$ cat config.mk
export PLATFORM = sky130hd
export DESIGN_NAME = fvn_div
export DESIGN_NICKNAME = d
export VERILOG_FILES = /design/src/design/fvn_pkg.sv /design/src/design/fvn_div.sv
export SDC_FILE = /design/constraint.sdc
export NUM_CORES = 2
export LEC_CHECK = 0
export ABC_AREA = 0
export ABC_CLOCK_PERIOD_IN_PS = 6900
export BUFFER_PORTS_ARGS = -buffer_cell sky130_fd_sc_hd__buf_2
export CAP_MARGIN = 20
export CORE_MARGIN = 5
export CORE_UTILIZATION = 69
export CTS_CLUSTER_DIAMETER = 200
export DETAILED_ROUTE_END_ITERATION = 16
export PLACE_DENSITY = 0.86
export SETUP_SLACK_MARGIN = 0.2
export SLEW_MARGIN = 40
export SYNTH_ARGS = -nofsm -noshare
export SYNTH_HDL_FRONTEND = slang
export SYNTH_SLANG_ARGS = --single-unit
export TNS_END_PERCENT = 10
$ cat constraint.sdc
create_clock -name aclk -period 6.9 [get_ports aclk]
set_input_delay 1.38 -clock aclk [delete_from_list [all_inputs] [get_ports aclk]]
set_output_delay 1.38 -clock aclk [all_outputs]
set_load 0.02 [all_outputs]
$ cat src/design/fvn_pkg.sv
`timescale 1ns / 1ps
// ============================================================================
// fvn_pkg: shared constants, types and cosine table for the fractal noise core
// Widths of every pipeline word, the hash constants, the register indexes and
// the (1-cos(pi*t))/2 weight table built at elaboration.
// ============================================================================
package fvn_pkg;

    localparam int MAX_OCTAVES    = 16;
    localparam int COS_TABLE_BITS = 10;
    localparam int COS_ENTRIES    = 1 << COS_TABLE_BITS;

    localparam int OCT_LOG  = $clog2(MAX_OCTAVES);
    localparam int TREE_N   = 1 << OCT_LOG;
    localparam int CNT_W    = $clog2(MAX_OCTAVES + 1);

    // Datapath widths
    localparam int FRAC_W   = 17;                    // weight 0..65536
    localparam int LAT_W    = 32;                    // lattice value, Q30
    localparam int SM_W     = 36;                    // smoothed value, Q34
    localparam int BLEND_W  = SM_W + FRAC_W + 2;     // blend product
    localparam int AMP_W    = 17;                    // amplitude 0..65536
    localparam int SUM_W    = SM_W + AMP_W + 1 + OCT_LOG;
    localparam int NORM_W   = AMP_W + OCT_LOG;
    localparam int DIV_W    = SUM_W;
    localparam int DEN_SHIFT = 18;
    localparam int Q_W      = 18;
    localparam int OCT_LAT  = 11;
    localparam int SETTLE   = MAX_OCTAVES + 4;
    localparam int SETTLE_W = $clog2(SETTLE + 1);

    // Hash constants
    localparam logic [31:0] HASH_MUL_A = 32'd15731;
    localparam logic [31:0] HASH_ADD_B = 32'd789221;
    localparam logic [31:0] HASH_ADD_C = 32'd1376312589;
    localparam logic signed [LAT_W-1:0] LAT_ONE = 32'sd1073741824;

    localparam logic [AMP_W-1:0] AMP_ONE    = 17'd65536;
    localparam logic [Q_W-1:0]   NOISE_MAX  = 18'd65536;
    localparam logic [4:0]       OCT_RESET  = 5'd10;
    localparam logic [15:0]      PERS_RESET = 16'd32768;

    localparam longint unsigned PI_Q30  = 64'd3373259426;
    localparam longint unsigned ONE_Q30 = 64'd1073741824;

    // Taylor term divisors (2k-1)*2k for k = 1..10
    localparam longint unsigned TAYLOR_DIV [10] = '{
        64'd2, 64'd12, 64'd30, 64'd56, 64'd90,
        64'd132, 64'd182, 64'd240, 64'd306, 64'd380
    };

    typedef enum logic {
        REG_OCTAVE_COUNT = 1'b0,
        REG_PERSISTENCE  = 1'b1
    } cfg_reg_t;

    typedef logic [FRAC_W-1:0] cos_rom_t [COS_ENTRIES];

    // Build the interpolation weight table: Taylor cosine in Q30, mirrored
    // above one half, clamped, then rounded half up to Q16.
    function automatic cos_rom_t build_cos_rom();
        cos_rom_t rom;
        longint unsigned u;
        longint unsigned ue;
        longint unsigned a;
        longint unsigned a2;
        longint unsigned term;
        longint sum;
        longint f;
        for (int k = 0; k < COS_ENTRIES; k++) begin
            u = longint'(k) << (30 - COS_TABLE_BITS);
            ue = (u > (ONE_Q30 >> 1)) ? (ONE_Q30 - u) : u;
            a = (ue * PI_Q30) >> 30;
            a2 = (a * a) >> 30;
            term = ONE_Q30;
            sum = longint'(ONE_Q30);
            for (int j = 1; j <= 10; j++) begin
                term = ((term * a2) >> 30) / TAYLOR_DIV[j-1];
                if ((j & 1) == 1) begin
                    sum = sum - longint'(term);
                end else begin
                    sum = sum + longint'(term);
                end
            end
            if (u > (ONE_Q30 >> 1)) begin
                f = (longint'(ONE_Q30) + sum) / 2;
            end else begin
                f = (longint'(ONE_Q30) - sum) / 2;
            end
            if (f < 0) begin
                f = 0;
            end
            if (f > longint'(ONE_Q30)) begin
                f = longint'(ONE_Q30);
            end
            rom[k] = FRAC_W'((f + 8192) >>> 14);
        end
        return rom;
    endfunction

    localparam cos_rom_t COS_ROM = build_cos_rom();

endpackage

$ cat src/design/fvn_div.sv
`timescale 1ns / 1ps
// ============================================================================
// fvn_div: pipelined restoring divider for the normalization
// Divides the rounded magnitude by norm * 2^18, one quotient bit per stage.
// ============================================================================
module fvn_div (
    input  logic                              aclk,
    input  logic                              en,
    input  logic [fvn_pkg::DIV_W-1:0]         num_in,
    input  logic [fvn_pkg::NORM_W-1:0]        norm,
    input  logic                              neg_in,
    output logic [fvn_pkg::Q_W-1:0]           quo_out,
    output logic                              neg_out
);

    logic [fvn_pkg::DIV_W-1:0] rem_reg [fvn_pkg::Q_W];
    logic [fvn_pkg::Q_W-1:0]   quo_reg [fvn_pkg::Q_W];
    logic [fvn_pkg::Q_W-1:0]   neg_reg;

    for (genvar s = 0; s < fvn_pkg::Q_W; s++) begin : g_stage
        logic [fvn_pkg::DIV_W-1:0] rem_in;
        logic [fvn_pkg::DIV_W-1:0] dsh;
        logic [fvn_pkg::Q_W-1:0]   quo_in;
        logic                      neg_s;
        logic                      fits;

        if (s == 0) begin : g_first
            assign rem_in = num_in;
            assign quo_in = '0;
            assign neg_s  = neg_in;
        end else begin : g_next
            assign rem_in = rem_reg[s-1];
            assign quo_in = quo_reg[s-1];
            assign neg_s  = neg_reg[s-1];
        end

        // Trial subtract of the divisor aligned to this quotient bit
        assign dsh  = fvn_pkg::DIV_W'(norm) << (fvn_pkg::DEN_SHIFT + fvn_pkg::Q_W - 1 - s);
        assign fits = (rem_in >= dsh);

        always_ff @(posedge aclk) begin
            if (en) begin
                rem_reg[s] <= fits ? (rem_in - dsh) : rem_in;
                quo_reg[s] <= {quo_in[fvn_pkg::Q_W-2:0], fits};
                neg_reg[s] <= neg_s;
            end
        end
    end

    assign quo_out = quo_reg[fvn_pkg::Q_W-1];
    assign neg_out = neg_reg[fvn_pkg::Q_W-1];

endmodule
After elaboration in Yosys (flattened, before gate mapping)
Memory sizes are Yosys's and may differ from the RTL's.
Cells that the tools add are included.
W data, S select, Z words.
{ "op_classes": {"n_mux": 20, "addsub": 18, "n_lt_le_gt_ge": 18} }
{ "op_table": {"columns": ["operator", "count"], "rows": [
  ["$mux W58", 18],
  ["$ge A58 B39 Y1", 1],
  ["$ge A58 B40 Y1", 1],
  ["$ge A58 B41 Y1", 1],
  ["$ge A58 B42 Y1", 1],
  ["$ge A58 B43 Y1", 1],
  ["$ge A58 B44 Y1", 1],
  ["$ge A58 B45 Y1", 1],
  ["$ge A58 B46 Y1", 1],
  ["$ge A58 B47 Y1", 1],
  ["$ge A58 B48 Y1", 1],
  ["$ge A58 B49 Y1", 1],
  ["$ge A58 B50 Y1", 1],
  ["$ge A58 B51 Y1", 1],
  ["$ge A58 B52 Y1", 1],
  ["$ge A58 B53 Y1", 1],
  ["$ge A58 B54 Y1", 1],
  ["$ge A58 B55 Y1", 1],
  ["$ge A58 B56 Y1", 1],
  ["$sub A58 B39 Y58", 1],
  ["$sub A58 B40 Y58", 1],
  ["$sub A58 B41 Y58", 1],
  ["$sub A58 B42 Y58", 1],
  ["$sub A58 B43 Y58", 1],
  ["14 further kinds", 15]
]} }
{ "totals": {"inputBits": 82, "regBits": 18, "elab_cells": 76, "out_inout_bits": 19, "mem_count": 2, "ram_bits": 1368} }
{ "mem_list": {"columns": ["memory", "depth", "word_bits", "read_ports", "rd_ports_with_merged_regs", "wr", "line", "source"], "rows": [
  ["rem_reg", 18, 58, 17, 0, 18, "fvn_div.sv:16", "logic [fvn_pkg::DIV_W-1:0] rem_reg [fvn_pkg::Q_W];"],
  ["quo_reg", 18, 18, 18, 0, 18, "fvn_div.sv:17", "logic [fvn_pkg::Q_W-1:0] quo_reg [fvn_pkg::Q_W];"]
]} }

Depth between registers and ports, before layout
An unclocked memory read counts as a cell.
{ "depth": {"depth_word": 3, "depth_mapped": 15, "mapped_depth_nobuf": 13} }

Least setup slack after synthesis
OpenSTA, ideal clock, no wires.
{ "synth_timing": {"path_type": "input-to-reg", "start": "in norm[1] (netlist bit)", "end": "mem rem_reg[9][52] (netlist bit), data pin", "path_stages": 11, "path_slack_ns": 1.913, "t_arrival_ns": 4.729, "t_required_ns": 6.642, "n_path_buf": 0, "setup_time_ns": 0.258, "path_cell_list": "inv_1 fa_1 a211oi_1 o21ai_0 a31oi_1 a21oi_1 a2111oi_1 o31ai_1 a211oi_1 nand2_1 xnor2_1"} }
{ "synth_lines": {"columns": ["item", "line", "source"], "rows": [
  ["start: declaration", "fvn_div.sv:10", "input logic [fvn_pkg::NORM_W-1:0] norm,"],
  ["end: declaration", "fvn_div.sv:16", null]
]} }

==> impl_results.md <==
* Yosys top cell by area: edfxtp_1
* Die area at 95100 sq um
* Hold Vio Cnt, Final at 0
* Max Cap Viol at 0
* Sequential cell area fraction in the yosys report at 57.4%
* Gp weighted congestion at 0.965
* PD cells at 394 nW/um^2
* Syn Inst Count at 5085
* DRC at 0
* Run status: completed
* Syn Area/Cell at 12.1 sq um
* Num Clock Sinks at 1175
* Detail Route Antenna Nets at 0
* Synth Net Count at 5562
* Largest cells by area after synthesis: edfxtp_1 (57%), ha_1 (7.7%), a21oi_1 (3.5%), xnor2_1 (3.5%), xor2_1 (2.9%)
* Commonest non-fill, non-tap cell in the layout: edfxtp_1
* Vias in the first global route at 44496
* Critical-path maximum fanout at 11
* Iter 0 DRT Violations at 4150
* Post-Route WL at 152 mm
* Share of layout cells above drive strength 1 at 8.68%
* Clk root buf: clkbuf_16
* Area of the multi-input gates at 25300 sq um
* Clk_lat worst skew at 740 ps
* Hold WC Path Type: flip-flop to flip-flop
* Worst Setup Start Kind: input port
* Slew HR at 37.4%
* Largest net degree at the start of global routing at 150
* Flops & latches, synth at 1175
* WP data arrival at 5820 ps
* Area growth from synthesis to layout at 9.75%
* Avg WL per Cell at 23.3 microns
* Nets at 5738
* Register Area at 35300 sq um
* Synth top area share at 57.4%
* Clock-pin slew on the worst setup and hold paths at 60 ps
* IO Count at 101
* EDFF count, synth at 1175
* Tcrit/Tclk final at 78.1%
* Post-DP HPWL at 103 mm
* Flop-to-flop setup slack at 2570 ps
* CORE AREA at 88400 sq um
* Post-synth ARST share at 0%
* PostCTS Resize Cnt at 0
* Critical path class: input port to flip-flop
* Antenna violations before repair at 5
* Ys flop type: edfxtp_1
* First-pass GRT wire length at 235 mm
* Crit path required time at 7330 ps
* Largest register FFs at 986
* Total Routing Usage GR at 31.5%
* CTS H-tree lvls at 3
* Yosys cell types at 83
* Die Span X at 308 microns
* RSZ-0062 raised after global routing: no
* Post-layout min period at 5390 ps
* DR vias at 43589
* Cell leakage power at 24.8 nW
* Peak VDD IR at 0.000300 V
* CTS tree: done
* Most frequent cells in the layout: edfxtp_1 (1175), a21oi_1 (432), nor2_1 (416)
* Skew final at 93.4 ps
* Vias per cell at 6.68
* Synth warn at 0
* Final setup violation count at 0
* Grt ovf at 0
* CP endpoint kind: flip-flop
* Initial core utilization at 69.5%
* Hold buffer count at CTS at 0
* Chip height at 308 microns
* Port bufs at 100
* Worst-Margin Slew at 938 ps
* FP Rows at 109
* Inserted Clock Buffers at 114
* Power Total at 26.5 mW
* Post-CTS setup buffers at 0
* Total negative slack at 0 ps
* Max clock buf depth at 3
* Fill count at 5073
* Pre-antenna DRT Iters at 8
* Area of the mapped netlist at 61400 sq um
* Fmax at 186 MHz
* Final slew viol count at 0
-- kinds of logic (layout without fill, tap and decap cells) --
family          Yosys count  after routing  synth area share [%]
mux                      89             89                  1.62
simple gates           1507           1507                  12.4
compound gates         1224           1224                  12.4
fa+ha+maj               395            395                  8.25
flops                  1175           1175                  57.4
xor+xnor                443            443                  6.32
buf+inv                 252            526                  1.56
other cells               0              5                     0
-- routing by layer --
layer,vias up,routed length [microns],GRT usage (%)
li1,19866,-,-
met1,20884,49400,31.2
met2,2150,79000,57.8
met3,689,8710,4.56
met4,0,15000,26.5
met5,-,0,0
-- metrics by stage --
| stage | hold WS, ps | util, % | worst slack [ps] | area, sq um | std cells |
|---|---|---|---|---|---|
| after floorplan | 400 | - | 1910 | 61400 | 5085 |
| after global placement | 401 | 72.0 | 1060 | 63600 | 6308 |
| after detailed placement | 405 | 72.1 | 1030 | 63700 | 6310 |
| after CTS | 363 | 76.2 | 1770 | 67400 | 6524 |
| after global routing | 381 | 76.3 | 1550 | 67400 | 6529 |
| final | 367 | 76.3 | 1510 | 67400 | 6529 |
-- Yosys cell counts (all sizes together) (34+ instances only) --
master	count
xnor2	243
a21o	136
or3	41
nand4	79
edfxtp	1175
o21bai	41
nor3	106
inv	149
xor2	200
mux2	83
nand3	81
o21a	61
nor4	157
nand2b	52
clkbuf	89
nor2b	52
ha	378
or4	34
nor2	416
nand2	333
a21oi	433
o21ai	270
-- power by group --
part	internal, mW	switching [mW]	total, mW
Sequential	9.95	0.935	10.9
Clock	3.48	2.76	6.24
Combinational	4.07	5.35	9.42
-- path summary, 6_finish.rpt --
| path | start | to | cells after the start |
|---|---|---|---|
| worst max-delay path | norm[4] | rem_reg[16][47] | 13 |
| worst min-delay path | quo_reg[9][5] | quo_reg[10][6] | 0 |
| worst max register to register | rem_reg[8][26] | rem_reg[9][48] | 15 |
| worst min register to register | quo_reg[9][5] | quo_reg[10][6] | 0 |
-- worst max-delay path: stages --
cell and delay [ps]:
buf_2 100, inv_1 580, buf_4 350, ha_1 240, nand2_1 170, or4_1 630
nor4_1 730, or4b_4 290, o21bai_1 170, o41ai_4 230, or4_1 560, o21ai_0 240
o31ai_1 120
-- cell type report --
class / count / area share (%)
Clock inverter: 75 / 1.07
Tap cell: 1165 / 2.16
Timing Repair Buffer: 161 / 1.63
Sequential cell: 1175 / 52.3
Multi-Input combinational cell: 3658 / 37.5
Clock buffer: 139 / 4.40
Inverter: 151 / 0.841
Antenna cell: 5 / 0.0186
Note: power is estimated with default switching activity, not from simulation.
